File: src/hdl/lstr_pkg.sv
`timescale 1ns / 1ps

package lstr_pkg;

   // clamps on the configured geometry
   localparam int unsigned MAX_LEN    = 256;
   localparam int unsigned MAX_BORDER = 64;

   // field widths
   localparam int unsigned LED_W    = 10;
   localparam int unsigned LEN_W    = 9;
   localparam int unsigned BORD_W   = 7;
   localparam int unsigned COLOR_W  = 8;
   localparam int unsigned TRAIL_W  = 6;
   localparam int unsigned SECTOR_W = 10;
   localparam int unsigned CANVAS_W = 9;
   localparam int unsigned PATH_W   = 10;
   localparam int unsigned INDEX_W  = 11;
   localparam int unsigned CSR_IDX_W  = 3;
   localparam int unsigned CSR_DATA_W = 10;

   // register indexes
   localparam logic [CSR_IDX_W-1:0] CSR_LED_START    = 3'd0;
   localparam logic [CSR_IDX_W-1:0] CSR_STRIP_LENGTH = 3'd1;
   localparam logic [CSR_IDX_W-1:0] CSR_BORDER       = 3'd2;
   localparam logic [CSR_IDX_W-1:0] CSR_RED          = 3'd3;
   localparam logic [CSR_IDX_W-1:0] CSR_GREEN        = 3'd4;
   localparam logic [CSR_IDX_W-1:0] CSR_BLUE         = 3'd5;
   localparam logic [CSR_IDX_W-1:0] CSR_TRAIL        = 3'd6;

   // floor(255/t) and 255 mod t, used to step ceil(255*k/t) without a divider
   localparam logic [7:0] STEP_QUOT [64] = '{
      8'd0,   8'd255, 8'd127, 8'd85,  8'd63,  8'd51,  8'd42,  8'd36,
      8'd31,  8'd28,  8'd25,  8'd23,  8'd21,  8'd19,  8'd18,  8'd17,
      8'd15,  8'd15,  8'd14,  8'd13,  8'd12,  8'd12,  8'd11,  8'd11,
      8'd10,  8'd10,  8'd9,   8'd9,   8'd9,   8'd8,   8'd8,   8'd8,
      8'd7,   8'd7,   8'd7,   8'd7,   8'd7,   8'd6,   8'd6,   8'd6,
      8'd6,   8'd6,   8'd6,   8'd5,   8'd5,   8'd5,   8'd5,   8'd5,
      8'd5,   8'd5,   8'd5,   8'd5,   8'd4,   8'd4,   8'd4,   8'd4,
      8'd4,   8'd4,   8'd4,   8'd4,   8'd4,   8'd4,   8'd4,   8'd4
   };
   localparam logic [TRAIL_W-1:0] STEP_REM [64] = '{
      6'd0,  6'd0,  6'd1,  6'd0,  6'd3,  6'd0,  6'd3,  6'd3,
      6'd7,  6'd3,  6'd5,  6'd2,  6'd3,  6'd8,  6'd3,  6'd0,
      6'd15, 6'd0,  6'd3,  6'd8,  6'd15, 6'd3,  6'd13, 6'd2,
      6'd15, 6'd5,  6'd21, 6'd12, 6'd3,  6'd23, 6'd15, 6'd7,
      6'd31, 6'd24, 6'd17, 6'd10, 6'd3,  6'd33, 6'd27, 6'd21,
      6'd15, 6'd9,  6'd3,  6'd40, 6'd35, 6'd30, 6'd25, 6'd20,
      6'd15, 6'd10, 6'd5,  6'd0,  6'd47, 6'd43, 6'd39, 6'd35,
      6'd31, 6'd27, 6'd23, 6'd19, 6'd15, 6'd11, 6'd7,  6'd3
   };

   // configuration as seen by the datapath (geometry already clamped)
   typedef struct packed {
      logic [LED_W-1:0]    led_start;
      logic [BORD_W-1:0]   bord;
      logic [CANVAS_W-1:0] canvas;
      logic [PATH_W-1:0]   path;
      logic [COLOR_W-1:0]  red;
      logic [COLOR_W-1:0]  green;
      logic [COLOR_W-1:0]  blue;
      logic [TRAIL_W-1:0]  trail;
   } cfg_type;

   // one pixel write leaving the sequencer
   typedef struct packed {
      logic                valid;
      logic                first;
      logic                last;
      logic [PATH_W-1:0]   slot;
      logic [COLOR_W-1:0]  bright;
   } pix_type;

endpackage

File: src/hdl/lstr_csr.sv
`timescale 1ns / 1ps

module lstr_csr (
   input  logic                            clock,
   input  logic                            reset,
   input  logic                            csr_valid,
   output logic                            csr_ready,
   input  logic [lstr_pkg::CSR_IDX_W-1:0]  csr_index,
   input  logic [lstr_pkg::CSR_DATA_W-1:0] csr_data,
   output lstr_pkg::cfg_type               cfg
);
   import lstr_pkg::*;

   logic [LED_W-1:0]    led_start_ff;
   logic [LEN_W-1:0]    strip_length_ff;
   logic [BORD_W-1:0]   border_ff;
   logic [COLOR_W-1:0]  red_ff, green_ff, blue_ff;
   logic [TRAIL_W-1:0]  trail_ff;

   logic [LEN_W-1:0]    len_in;
   logic [BORD_W-1:0]   bord_in, bord_ff;
   logic [CANVAS_W-1:0] canvas_in, canvas_ff;
   logic [PATH_W-1:0]   path_in, path_ff;

   assign csr_ready = 1'b1;

   always_ff @(posedge clock) begin
      if (reset) begin
         led_start_ff    <= '0;
         strip_length_ff <= LEN_W'(16);
         border_ff       <= '0;
         red_ff          <= '1;
         green_ff        <= '1;
         blue_ff         <= '1;
         trail_ff        <= TRAIL_W'(5);
      end else if (csr_valid) begin
         case (csr_index)
            CSR_LED_START:    led_start_ff    <= csr_data[LED_W-1:0];
            CSR_STRIP_LENGTH: strip_length_ff <= csr_data[LEN_W-1:0];
            CSR_BORDER:       border_ff       <= csr_data[BORD_W-1:0];
            CSR_RED:          red_ff          <= csr_data[COLOR_W-1:0];
            CSR_GREEN:        green_ff        <= csr_data[COLOR_W-1:0];
            CSR_BLUE:         blue_ff         <= csr_data[COLOR_W-1:0];
            CSR_TRAIL:        trail_ff        <= csr_data[TRAIL_W-1:0];
            default: ;
         endcase
      end
   end

   // geometry is registered once more, behind the config registers, before the sequencer reads it
   always_comb begin
      if (strip_length_ff == '0) begin
         len_in = LEN_W'(1);
      end else if (strip_length_ff > LEN_W'(MAX_LEN)) begin
         len_in = LEN_W'(MAX_LEN);
      end else begin
         len_in = strip_length_ff;
      end
      bord_in   = (border_ff > BORD_W'(MAX_BORDER)) ? BORD_W'(MAX_BORDER) : border_ff;
      canvas_in = CANVAS_W'(len_in) + CANVAS_W'({bord_in, 1'b0});
      path_in   = (canvas_in > CANVAS_W'(1))
                  ? ({canvas_in, 1'b0} - PATH_W'(2))
                  : PATH_W'(1);
   end

   always_ff @(posedge clock) begin
      if (reset) begin
         bord_ff   <= '0;
         canvas_ff <= CANVAS_W'(16);
         path_ff   <= PATH_W'(30);
      end else begin
         bord_ff   <= bord_in;
         canvas_ff <= canvas_in;
         path_ff   <= path_in;
      end
   end

   always_comb begin
      cfg.led_start = led_start_ff;
      cfg.bord      = bord_ff;
      cfg.canvas    = canvas_ff;
      cfg.path      = path_ff;
      cfg.red       = red_ff;
      cfg.green     = green_ff;
      cfg.blue      = blue_ff;
      cfg.trail     = trail_ff;
   end

endmodule

File: src/hdl/lstr_seq.sv
`timescale 1ns / 1ps

module lstr_seq (
   input  logic                          clock,
   input  logic                          reset,
   input  lstr_pkg::cfg_type             cfg,
   input  logic                          req_tvalid,
   output logic                          req_tready,
   input  logic [lstr_pkg::SECTOR_W-1:0] sector,
   input  logic                          adv,
   output lstr_pkg::pix_type             pix
);
   import lstr_pkg::*;

   typedef enum logic [2:0] {
      ST_IDLE = 3'b001,
      ST_PREP = 3'b010,
      ST_RUN  = 3'b100
   } state_type;

   state_type            state_ff, state_in;
   logic [SECTOR_W-1:0]  pos_ff, pos_in;
   logic [PATH_W-1:0]    slot_ff, slot_in;
   logic [7:0]           q_ff, q_in;
   logic [TRAIL_W-1:0]   rem_ff, rem_in;
   logic [TRAIL_W-1:0]   k_ff, k_in;

   logic                 is_last;
   logic [TRAIL_W:0]     rem_sum;
   logic                 wrap;

   assign req_tready = (state_ff == ST_IDLE);
   assign is_last    = (k_ff == cfg.trail);

   assign rem_sum = {1'b0, rem_ff} + {1'b0, STEP_REM[cfg.trail]};
   assign wrap    = (rem_sum >= {1'b0, cfg.trail});

   always_comb begin
      state_in = state_ff;
      pos_in   = pos_ff;
      slot_in  = slot_ff;
      q_in     = q_ff;
      rem_in   = rem_ff;
      k_in     = k_ff;
      case (state_ff)
         ST_IDLE: begin
            if (req_tvalid) begin
               pos_in   = sector;
               state_in = ST_PREP;
            end
         end
         ST_PREP: begin
            // position past the path saturates to its last slot
            slot_in  = (PATH_W'(pos_ff) >= cfg.path) ? (cfg.path - PATH_W'(1))
                                                      : PATH_W'(pos_ff);
            q_in     = '0;
            rem_in   = cfg.trail - TRAIL_W'(1);
            k_in     = '0;
            state_in = ST_RUN;
         end
         ST_RUN: begin
            if (adv) begin
               if (is_last) begin
                  state_in = ST_IDLE;
               end else begin
                  k_in    = k_ff + TRAIL_W'(1);
                  slot_in = (slot_ff == '0) ? (cfg.path - PATH_W'(1))
                                            : (slot_ff - PATH_W'(1));
                  q_in    = q_ff + STEP_QUOT[cfg.trail] + 8'(wrap);
                  rem_in  = wrap ? TRAIL_W'(rem_sum - {1'b0, cfg.trail})
                                 : rem_sum[TRAIL_W-1:0];
               end
            end
         end
         default: state_in = ST_IDLE;
      endcase
   end

   always_ff @(posedge clock) begin
      if (reset) begin
         state_ff <= ST_IDLE;
      end else begin
         state_ff <= state_in;
      end
   end

   always_ff @(posedge clock) begin
      pos_ff  <= pos_in;
      slot_ff <= slot_in;
      q_ff    <= q_in;
      rem_ff  <= rem_in;
      k_ff    <= k_in;
   end

   always_comb begin
      pix.valid  = (state_ff == ST_RUN);
      pix.first  = (k_ff == '0);
      pix.last   = is_last;
      pix.slot   = slot_ff;
      pix.bright = (cfg.trail == '0) ? 8'd255 : (8'd255 - q_ff);
   end

endmodule

File: src/hdl/lstr_shade.sv
`timescale 1ns / 1ps

module lstr_shade (
   input  logic                          clock,
   input  logic                          reset,
   input  lstr_pkg::cfg_type             cfg,
   input  lstr_pkg::pix_type             pix,
   output logic                          adv,
   output logic                          rsp_tvalid,
   input  logic                          rsp_tready,
   output logic                          clear_first,
   output logic                          visible,
   output logic [lstr_pkg::INDEX_W-1:0]  led_index,
   output logic [lstr_pkg::COLOR_W-1:0]  red_out,
   output logic [lstr_pkg::COLOR_W-1:0]  green_out,
   output logic [lstr_pkg::COLOR_W-1:0]  blue_out,
   output logic                          last
);
   import lstr_pkg::*;

   // exact floor(x/255) for x up to 255*255
   function automatic logic [7:0] div255(input logic [15:0] x);
      logic [16:0] s;
      s = 17'(x) + 17'(x[15:8]) + 17'd1;
      return s[15:8];
   endfunction

   // stage 1: fold path slot onto the canvas
   logic                 v1_ff, first1_ff, last1_ff;
   logic [CANVAS_W-1:0]  c1_ff, c1_in;
   logic [COLOR_W-1:0]   br1_ff;

   // stage 2: visibility, LED number, colour products
   logic                 v2_ff, first2_ff, last2_ff, vis2_ff, vis2_in;
   logic [INDEX_W-1:0]   led2_ff, led2_in;
   logic [15:0]          pr2_ff, pg2_ff, pb2_ff;

   // stage 3: output register
   logic                 v3_ff, first3_ff, last3_ff, vis3_ff;
   logic [INDEX_W-1:0]   led3_ff;
   logic [COLOR_W-1:0]   r3_ff, g3_ff, b3_ff;

   assign adv = !v3_ff || rsp_tready;

   assign c1_in = (pix.slot < PATH_W'(cfg.canvas)) ? pix.slot[CANVAS_W-1:0]
                                                   : CANVAS_W'(cfg.path - pix.slot);

   assign vis2_in = (c1_ff >= CANVAS_W'(cfg.bord))
                 && (c1_ff < (cfg.canvas - CANVAS_W'(cfg.bord)));
   assign led2_in = INDEX_W'(cfg.led_start) + INDEX_W'(c1_ff) - INDEX_W'(cfg.bord);

   always_ff @(posedge clock) begin
      if (reset) begin
         v1_ff <= 1'b0;
         v2_ff <= 1'b0;
         v3_ff <= 1'b0;
      end else if (adv) begin
         v1_ff <= pix.valid;
         v2_ff <= v1_ff;
         v3_ff <= v2_ff;
      end
   end

   always_ff @(posedge clock) begin
      if (adv) begin
         first1_ff <= pix.first;
         last1_ff  <= pix.last;
         c1_ff     <= c1_in;
         br1_ff    <= pix.bright;

         first2_ff <= first1_ff;
         last2_ff  <= last1_ff;
         vis2_ff   <= vis2_in;
         led2_ff   <= led2_in;
         pr2_ff    <= 16'(br1_ff) * 16'(cfg.red);
         pg2_ff    <= 16'(br1_ff) * 16'(cfg.green);
         pb2_ff    <= 16'(br1_ff) * 16'(cfg.blue);

         first3_ff <= first2_ff;
         last3_ff  <= last2_ff;
         vis3_ff   <= vis2_ff;
         led3_ff   <= vis2_ff ? led2_ff : '0;
         r3_ff     <= vis2_ff ? div255(pr2_ff) : '0;
         g3_ff     <= vis2_ff ? div255(pg2_ff) : '0;
         b3_ff     <= vis2_ff ? div255(pb2_ff) : '0;
      end
   end

   assign rsp_tvalid  = v3_ff;
   assign clear_first = first3_ff;
   assign visible     = vis3_ff;
   assign led_index   = led3_ff;
   assign red_out     = r3_ff;
   assign green_out   = g3_ff;
   assign blue_out    = b3_ff;
   assign last        = last3_ff;

endmodule

File: src/hdl/led_sweep_trail_renderer.sv
`timescale 1ns / 1ps

// channel   dir  handshake                   payload
// req       in   req_tvalid / req_tready     req_tdata[9:0] sector
// rsp       out  rsp_tvalid / rsp_tready     rsp_tdata led/r/g/b, rsp_tuser, rsp_tlast
// csr       in   csr_valid / csr_ready       csr_index, csr_data
//
// One sector at a time at the input: accept, a prep state to clamp the position, then
// one pixel write per cycle from the sequencer unless rsp stalls (trail + 1 writes).
// Writes reach rsp three register stages after the sequencer (fold, multiply, scale).
// reset is synchronous, active high; registers come back to their documented values.
// A stall on rsp freezes the whole pipeline and a running sweep; csr is always ready.
module led_sweep_trail_renderer (
   input  logic                            clock,
   input  logic                            reset,
   input  logic                            req_tvalid,
   output logic                            req_tready,
   input  logic [15:0]                     req_tdata,   // [9:0] sector, rest zero
   output logic                            rsp_tvalid,
   input  logic                            rsp_tready,
   // [10:0] led_index, [18:11] red_out, [26:19] green_out, [34:27] blue_out, rest zero
   output logic [39:0]                     rsp_tdata,
   output logic [1:0]                      rsp_tuser,   // [0] clear_first, [1] visible
   output logic                            rsp_tlast,
   input  logic                            csr_valid,
   output logic                            csr_ready,
   input  logic [lstr_pkg::CSR_IDX_W-1:0]  csr_index,
   input  logic [lstr_pkg::CSR_DATA_W-1:0] csr_data
);
   import lstr_pkg::*;

   cfg_type             cfg;
   pix_type             pix;
   logic                adv;
   logic                clear_first, visible;
   logic [INDEX_W-1:0]  led_index;
   logic [COLOR_W-1:0]  red_out, green_out, blue_out;

   lstr_csr u_csr (
      .clock     (clock),
      .reset     (reset),
      .csr_valid (csr_valid),
      .csr_ready (csr_ready),
      .csr_index (csr_index),
      .csr_data  (csr_data),
      .cfg       (cfg)
   );

   lstr_seq u_seq (
      .clock      (clock),
      .reset      (reset),
      .cfg        (cfg),
      .req_tvalid (req_tvalid),
      .req_tready (req_tready),
      .sector     (req_tdata[SECTOR_W-1:0]),
      .adv        (adv),
      .pix        (pix)
   );

   lstr_shade u_shade (
      .clock       (clock),
      .reset       (reset),
      .cfg         (cfg),
      .pix         (pix),
      .adv         (adv),
      .rsp_tvalid  (rsp_tvalid),
      .rsp_tready  (rsp_tready),
      .clear_first (clear_first),
      .visible     (visible),
      .led_index   (led_index),
      .red_out     (red_out),
      .green_out   (green_out),
      .blue_out    (blue_out),
      .last        (rsp_tlast)
   );

   assign rsp_tdata = {5'd0, blue_out, green_out, red_out, led_index};
   assign rsp_tuser = {visible, clear_first};

endmodule

File: config.mk
export PLATFORM = sky130hd
export DESIGN_NAME = led_sweep_trail_renderer
export DESIGN_NICKNAME = d
export VERILOG_FILES = /design/src/hdl/lstr_pkg.sv /design/src/hdl/lstr_csr.sv /design/src/hdl/lstr_seq.sv /design/src/hdl/lstr_shade.sv /design/src/hdl/led_sweep_trail_renderer.sv
export SDC_FILE = /design/constraint.sdc
export NUM_CORES = 1
export LEC_CHECK = 0
export BUFFER_PORTS_ARGS = -buffer_cell sky130_fd_sc_hd__buf_2
export CORE_UTILIZATION = 50
export DETAILED_ROUTE_END_ITERATION = 12
export GPL_TIMING_DRIVEN = 1
export PLACE_DENSITY_LB_ADDON = 0.1
export SYNTH_ARGS = -nofsm -noshare
export SYNTH_HDL_FRONTEND = slang
export SYNTH_SLANG_ARGS = --single-unit
File: constraint.sdc
create_clock -name clock -period 8.5 [get_ports clock]
set_clock_uncertainty 0.15 [all_clocks]
set_input_delay 0.85 -clock clock [delete_from_list [all_inputs] [get_ports clock]]
set_output_delay 0.85 -clock clock [all_outputs]
set_load 0.05 [all_outputs]
**Yosys cells after proc, flatten, opt, wreduce, memory -nomap -nowiden**

Memories as Yosys holds them, arrays and structs flattened.
Index checks and enable logic that the tools add are counted.
Widths: inputs -> output; s select.

- Muxes and demuxes: 28
- Bitwise operators: 2
- Magnitude comparators: 9
- $add $sub $neg: 21
- Reductions and logical operators: 20
- Multipliers: 3
- Eq/ne operators: 14

Operators by type and width:

| kind | number |
|---|---|
| $add 16x1->16 const B | 3 |
| $add 16x8->16 | 3 |
| $mul 8x8->16 | 3 |
| $mux 6 | 7 |
| $mux 10 | 4 |
| $mux 8 | 4 |
| $mux 9 | 3 |
| $pmux 6 s2 | 2 |
| $pmux 10 s2 | 1 |
| $sub 10x1->10 const B | 2 |
| $pmux 8 s2 | 1 |
| $reduce_and 2->1 | 8 |
| $eq 3x3->1 const B | 4 |
| $logic_not 6->1 | 2 |
| $add 10x9->11 | 1 |
| $sub 11x7->11 | 1 |
| $ge 10x10->1 | 1 |
| $logic_not 10->1 | 1 |
| $lt 10x9->1 | 1 |
| $sub 10x2->10 const B | 1 |
| $add 9x8->9 | 1 |
| $eq 3x2->1 const B | 3 |
| $ge 9x7->1 | 1 |
| $gt 9x1->1 const B | 1 |
| other kinds (31) | 38 |

- ROM bits: 896
- Flip-flop bits (word level): 247
- Input port bits: 34
- Memories: 2
- Output and inout port bits: 46
- Logic and storage cells: 137

Memory list:

| memory | depth | width | read ports | clocked after Yosys merged registers in | write ports | line | source |
|---|---|---|---|---|---|---|---|
| (no name shown) | 64 | 8 | 1 | 0 | 0 | lstr_seq.sv:69 | `q_in = q_ff + STEP_QUOT[cfg.trail] + 8'(wrap);` |
| (no name shown) | 64 | 6 | 1 | 0 | 0 | lstr_seq.sv:35 | `assign rem_sum = {1'b0, rem_ff} + {1'b0, STEP_REM[cfg.trail]};` |

**Depth between registers and ports, before layout**

- Depth in word-level cells: 10
- Depth in mapped cells: 27
- Gate-level depth less buffers: 26

**By module**

Synthesis repeated with hierarchy kept, for this count alone.

- Cell total of the unflattened synthesis: 2,169
- Area total of the unflattened synthesis: 20,724.9 um^2

Modules (own cells, without submodules):

| module | sequential area each (um^2) | instances | area an instance (um^2) | cells each |
|---|---|---|---|---|
| lstr_shade | 3,633.5 | 1 | 13,038.8 | 1,302 |
| lstr_seq | 1,261.2 | 1 | 4,151.5 | 473 |
| lstr_csr | 1,641.6 | 1 | 3,478.3 | 386 |
| led_sweep_trail_renderer | 0.0 | 1 | 56.3 | 8 |

**Worst setup path before layout**

OpenSTA, ideal clock, no wires.

- Path kind: register -> register
- Start: register u_csr.trail_ff[1]
- End: register u_seq.q_ff[6], data pin
- Path slack: 2.882 ns
- Path buffers: 1
- Stages on the path, launching flop included: 27
- Arrival: 5.198 ns
- Clock period less this slack: 5.618 ns
- Setup time: 0.270 ns
- Data required time: 8.080 ns
- Path through: dfxtp_1 clkbuf_1 inv_1 ha_1 nor2_1 a21boi_0 o22ai_1 nand2_1 a21oi_1 a21oi_1 ha_1 fa_1 xor2_1 ha_1 o21a_1 o31a_1 o21a_1 o31a_1 nor2_1 fa_1 fa_1 nor2b_1 o21ai_0 a21boi_0 o21ai_0 a21boi_0 nor3_1

- Longest elaborated chain between the ends: 10
- Elaborated cells on any way between the ends: 14
- Classes of those cells: add/sub: 3; order compare: 1; mux: 7; bitwise: 1; memory: 2

Ends and longest elaborated chain:

| element | line | source |
|---|---|---|
| start: declaration | lstr_csr.sv:18 | `logic [TRAIL_W-1:0] trail_ff;` |
| start signal: assignment | lstr_csr.sv:44 | `CSR_TRAIL: trail_ff <= csr_data[TRAIL_W-1:0];` |
| $not 6->7 (not written as such) | lstr_seq.sv:35, lstr_seq.sv:69 |  |
| $mem_v2 64x6 | - |  |
| $mux 6 (not written as such) (2 in series) | lstr_seq.sv:35 |  |
| $add 6x6->7 | lstr_seq.sv:35 |  |
| $ge 7x6->1 | lstr_seq.sv:36 | `assign wrap = (rem_sum >= {1'b0, cfg.trail});` |
| $add 8x1->8 * | lstr_seq.sv:69 |  |
| $mux 8 * | lstr_seq.sv:63 | `if (is_last) begin` |
| $mux 8 * | lstr_seq.sv:62 | `if (adv) begin` |
| $pmux 8 s2 * | lstr_seq.sv:45 | `case (state_ff)` |
| end signal: assignment | lstr_seq.sv:90 | `q_ff <= q_in;` |
| end: declaration | lstr_seq.sv:24 | `logic [7:0] q_ff, q_in;` |

Mark *: on every way between the ends. The rest lies on a longest branch, timed or not. The select of a mux whose other input is x is not followed.
A chain may end at the register's enable or synchronous reset.

**Final worst setup path**

Ends and elaborated chain as after synthesis.

==> results.cfg <==
[status]
status = completed

[final_layout]
area_delta_synth_final_pct = 8.36
fin_util_pct = 55.2
fill_cells = 3679
layout.nets = 2594
multi_input_area_mm2 = 0.0125
regArea_mm2 = 0.00654
drive_gt1_share_pct = 7.13
n_antenna_cell = 0

[routing]
drt_iter0_markers = 715
wl_met2_um = 20900
wl_met3_um = 1410
first_pass_iters = 5
top_layer = met4
wl_per_cell_um = 15.7
ant_nets = 0
vias_per_cell = 5.41
route.detailed.drc = 0
wl_um = 43300
wl_met1_um = 20000
vias = 14899

[pwr]
p_clk_share_pct = 24.5
power_frac_seq_pct = 35.1
switching_power_w = 0.00185
internal_power_w = 0.00316
p_per_area_mw_per_mm2 = 227
power_leakage_nw = 9.84
p_sw_share_pct = 37.0
comb_power_share_pct = 40.5
vdd_ir_drop_max_uv = 151

[place]
dp_hpwl_um = 32500
gp_congestion = 0.857
io_buffers = 67

[die]
initial_core_util_pct = 50.9
core_area_mm2 = 0.0400
rows = 73
dieArea_mm2 = 0.0416
fp.dieW_um = 204
pin_count = 80
die_h_um = 204

[logic_synthesis]
synth_cell_type_count = 80
syn_area_per_cell_um2 = 9.38
synth-seq-cells = 247
synth_top_area_share_pct = 23.4
post-synth-top-count-cell = inv_1
synth_area_mm2 = 0.0204
yosysWarnings = 0
ys.flop_type = edfxtp_1
async_reset_ff_share_pct = 0
ys_top_cells_by_count = 259 x inv_1, 251 x nand2_1, 231 x ha_1, 159 x edfxtp_1, 127 x and2_1
synth_area_leader_cell = edfxtp_1
synth_cells = 2172
netlist_top_cells_area = edfxtp_1 23%, ha_1 14%, fa_1 12%
synth_edf_count = 159
ys_seq_area_share_pct = 32.1

[clock_network]
cts.clk_slew.worst_paths_ns = 0.06
cts_buffers = 29
cts_tree = yes
cts_sinks = 247
clk_latency_ns = 0.58
cts_setup_buffers = 0
cts-root-buf = clkbuf_16
ctsResizeCount = 0
htree_num_levels = 1
cts_hold_buf = 0
clockBufferDepth = 3

[timing]
setup_tns_ns = 0
final-setup-viol-count = 0
maxSlewViolCount = 0
fin_crit_sh_pct = 76.1
tightest_slew_ns = 1.27
grt_setup_unrepaired = false
hold_viol = 0
maxSlewHeadroom_pct = 15.4
period_minus_slack_ns = 6.47
max_freq_mhz = 155

[global_routing]
antenna_found_initial = 1
grt_pass1_vias = 15007
grt_overflow = 0
grt_util_all_layers_pct = 21.7
grt_start_max_net_pins = 70
grt_pass1_wl_um = 73400

[setup_path]
cp.required_ns = 8.65
path_max_fanout = 15
worstPathArrival_ns = 6.62
path_class = reg -> reg
worstSetupStartpointType = register
cp-end-kind = register

[run]
max-cap-violations = 0

[worst_hold_path]
hp-class = reg -> reg
[critical path, stage by stage (launching register included)]
cell and delay [ns]:
dfxtp_1 0.70, inv_1 0.32, ha_1 0.33, nor2_1 0.24
a21boi_0 0.17, o22ai_1 0.17, nand2_1 0.08, a21oi_1 0.16
a21oi_1 0.06, ha_1 0.22, fa_1 0.43, xor2_1 0.20
ha_1 0.38, o21a_1 0.14, o31a_1 0.14, o21a_1 0.18
o31a_1 0.25, nor2_1 0.13, fa_1 0.43, fa_1 0.41
nor2b_1 0.15, o21ai_0 0.11, a21boi_0 0.23, o21ai_0 0.14
a21boi_0 0.19, nor3_1 0.07
[worst paths after layout]
check,start,to,slack [ns],cells after the start
max,u_csr.trail_ff[1],u_seq.q_ff[6],2.03,25
min,u_shade.last2_ff,u_shade.last,0.28,0
min reg2reg,u_shade.last2_ff,u_shade.last,0.28,0
max reg2reg,u_csr.trail_ff[1],u_seq.q_ff[6],2.03,25
[kinds of logic (layout without fill, tap and decap cells)]
| kind of cell | Yosys count | after routing | synth area share, % |
|---|---|---|---|
| multiplexers | 37 | 37 | 1.88 |
| other | 2 | 6 | 0.0369 |
| AND/OR/NAND/NOR | 734 | 734 | 17.8 |
| AO/OA/AOI/OAI | 358 | 358 | 11.2 |
| buffers and inverters | 340 | 394 | 6.45 |
| adder cells (fa/ha/maj) | 353 | 353 | 26.2 |
| XOR/XNOR | 101 | 101 | 4.34 |
| flip-flops | 247 | 247 | 32.1 |
[metrics by stage]
step / hold slack, ns / total power, W / setup slack [ns] / cell area [um^2] / std cells
after floorplan: 0.250 / 0.00338 / 2.88 / 20400 / 2176
after global placement: 0.258 / 0.00377 / 2.25 / 21100 / 2701
after detailed placement: 0.260 / 0.00382 / 2.15 / 21100 / 2701
after CTS: 0.256 / 0.00508 / 2.11 / 22100 / 2755
after global routing: 0.268 / 0.00539 / 1.45 / 22100 / 2755
final: 0.280 / 0.00501 / 2.03 / 22100 / 2755
[flip-flops by register name (all words and copies together) (netlist names), 9 cells and up]
name / count
u_seq.pos_ff: 10
u_shade.led_index: 11
u_shade.pr2_ff: 16
u_shade.c1_ff: 9
u_csr.path_ff: 10
u_shade.led2_ff: 11
u_csr.led_start_ff: 10
u_csr.canvas_ff: 9
u_csr.strip_length_ff: 9
u_shade.pg2_ff: 16
u_seq.slot_ff: 10
u_shade.pb2_ff: 16
[power groups by stage]
stage	clock [W]	combinational, W	sequential (W)
3_3_place_gp	0	0.00199	0.00178
4_1_cts	0.00126	0.00205	0.00176
3_5_place_dp	0	0.00204	0.00179
2_1_floorplan	0	0.00139	0.00198
5_1_grt	0.00130	0.00230	0.00179
6_report	0.00123	0.00203	0.00176
[placed cells by master (no fill, tap or decap), types with 50 or more instances in the layout]
master | Yosys | layout
inv_1 | 259 | 258
nand2_1 | 251 | 251
ha_1 | 231 | 231
edfxtp_1 | 159 | 159
and2_1 | 127 | 127
fa_1 | 122 | 122
nor2_1 | 117 | 117
a21oi_1 | 111 | 110
dfxtp_1 | 88 | 88
xnor2_1 | 84 | 84
o21ai_0 | 77 | 77
buf_2 | 6 | 67
nand3_1 | 50 | 50
[cell type report]
cell class / count / area share, %
multi-input cells: 1589 / 56.8
clock inverters: 19 / 0.844
repair buffers: 79 / 1.93
inverters: 261 / 4.45
well taps: 525 / 2.97
clock buffers: 35 / 3.39
flip-flops and latches: 247 / 29.6
[per-layer routing]
metal	vias to the layer above	global-route usage [%]
met5	-	0
met4	0	5.42
met3	62	2.68
met2	217	37.9
met1	7192	28.2
li1	7428	-
No activity file was read; power rests on OpenSTA's default activity.
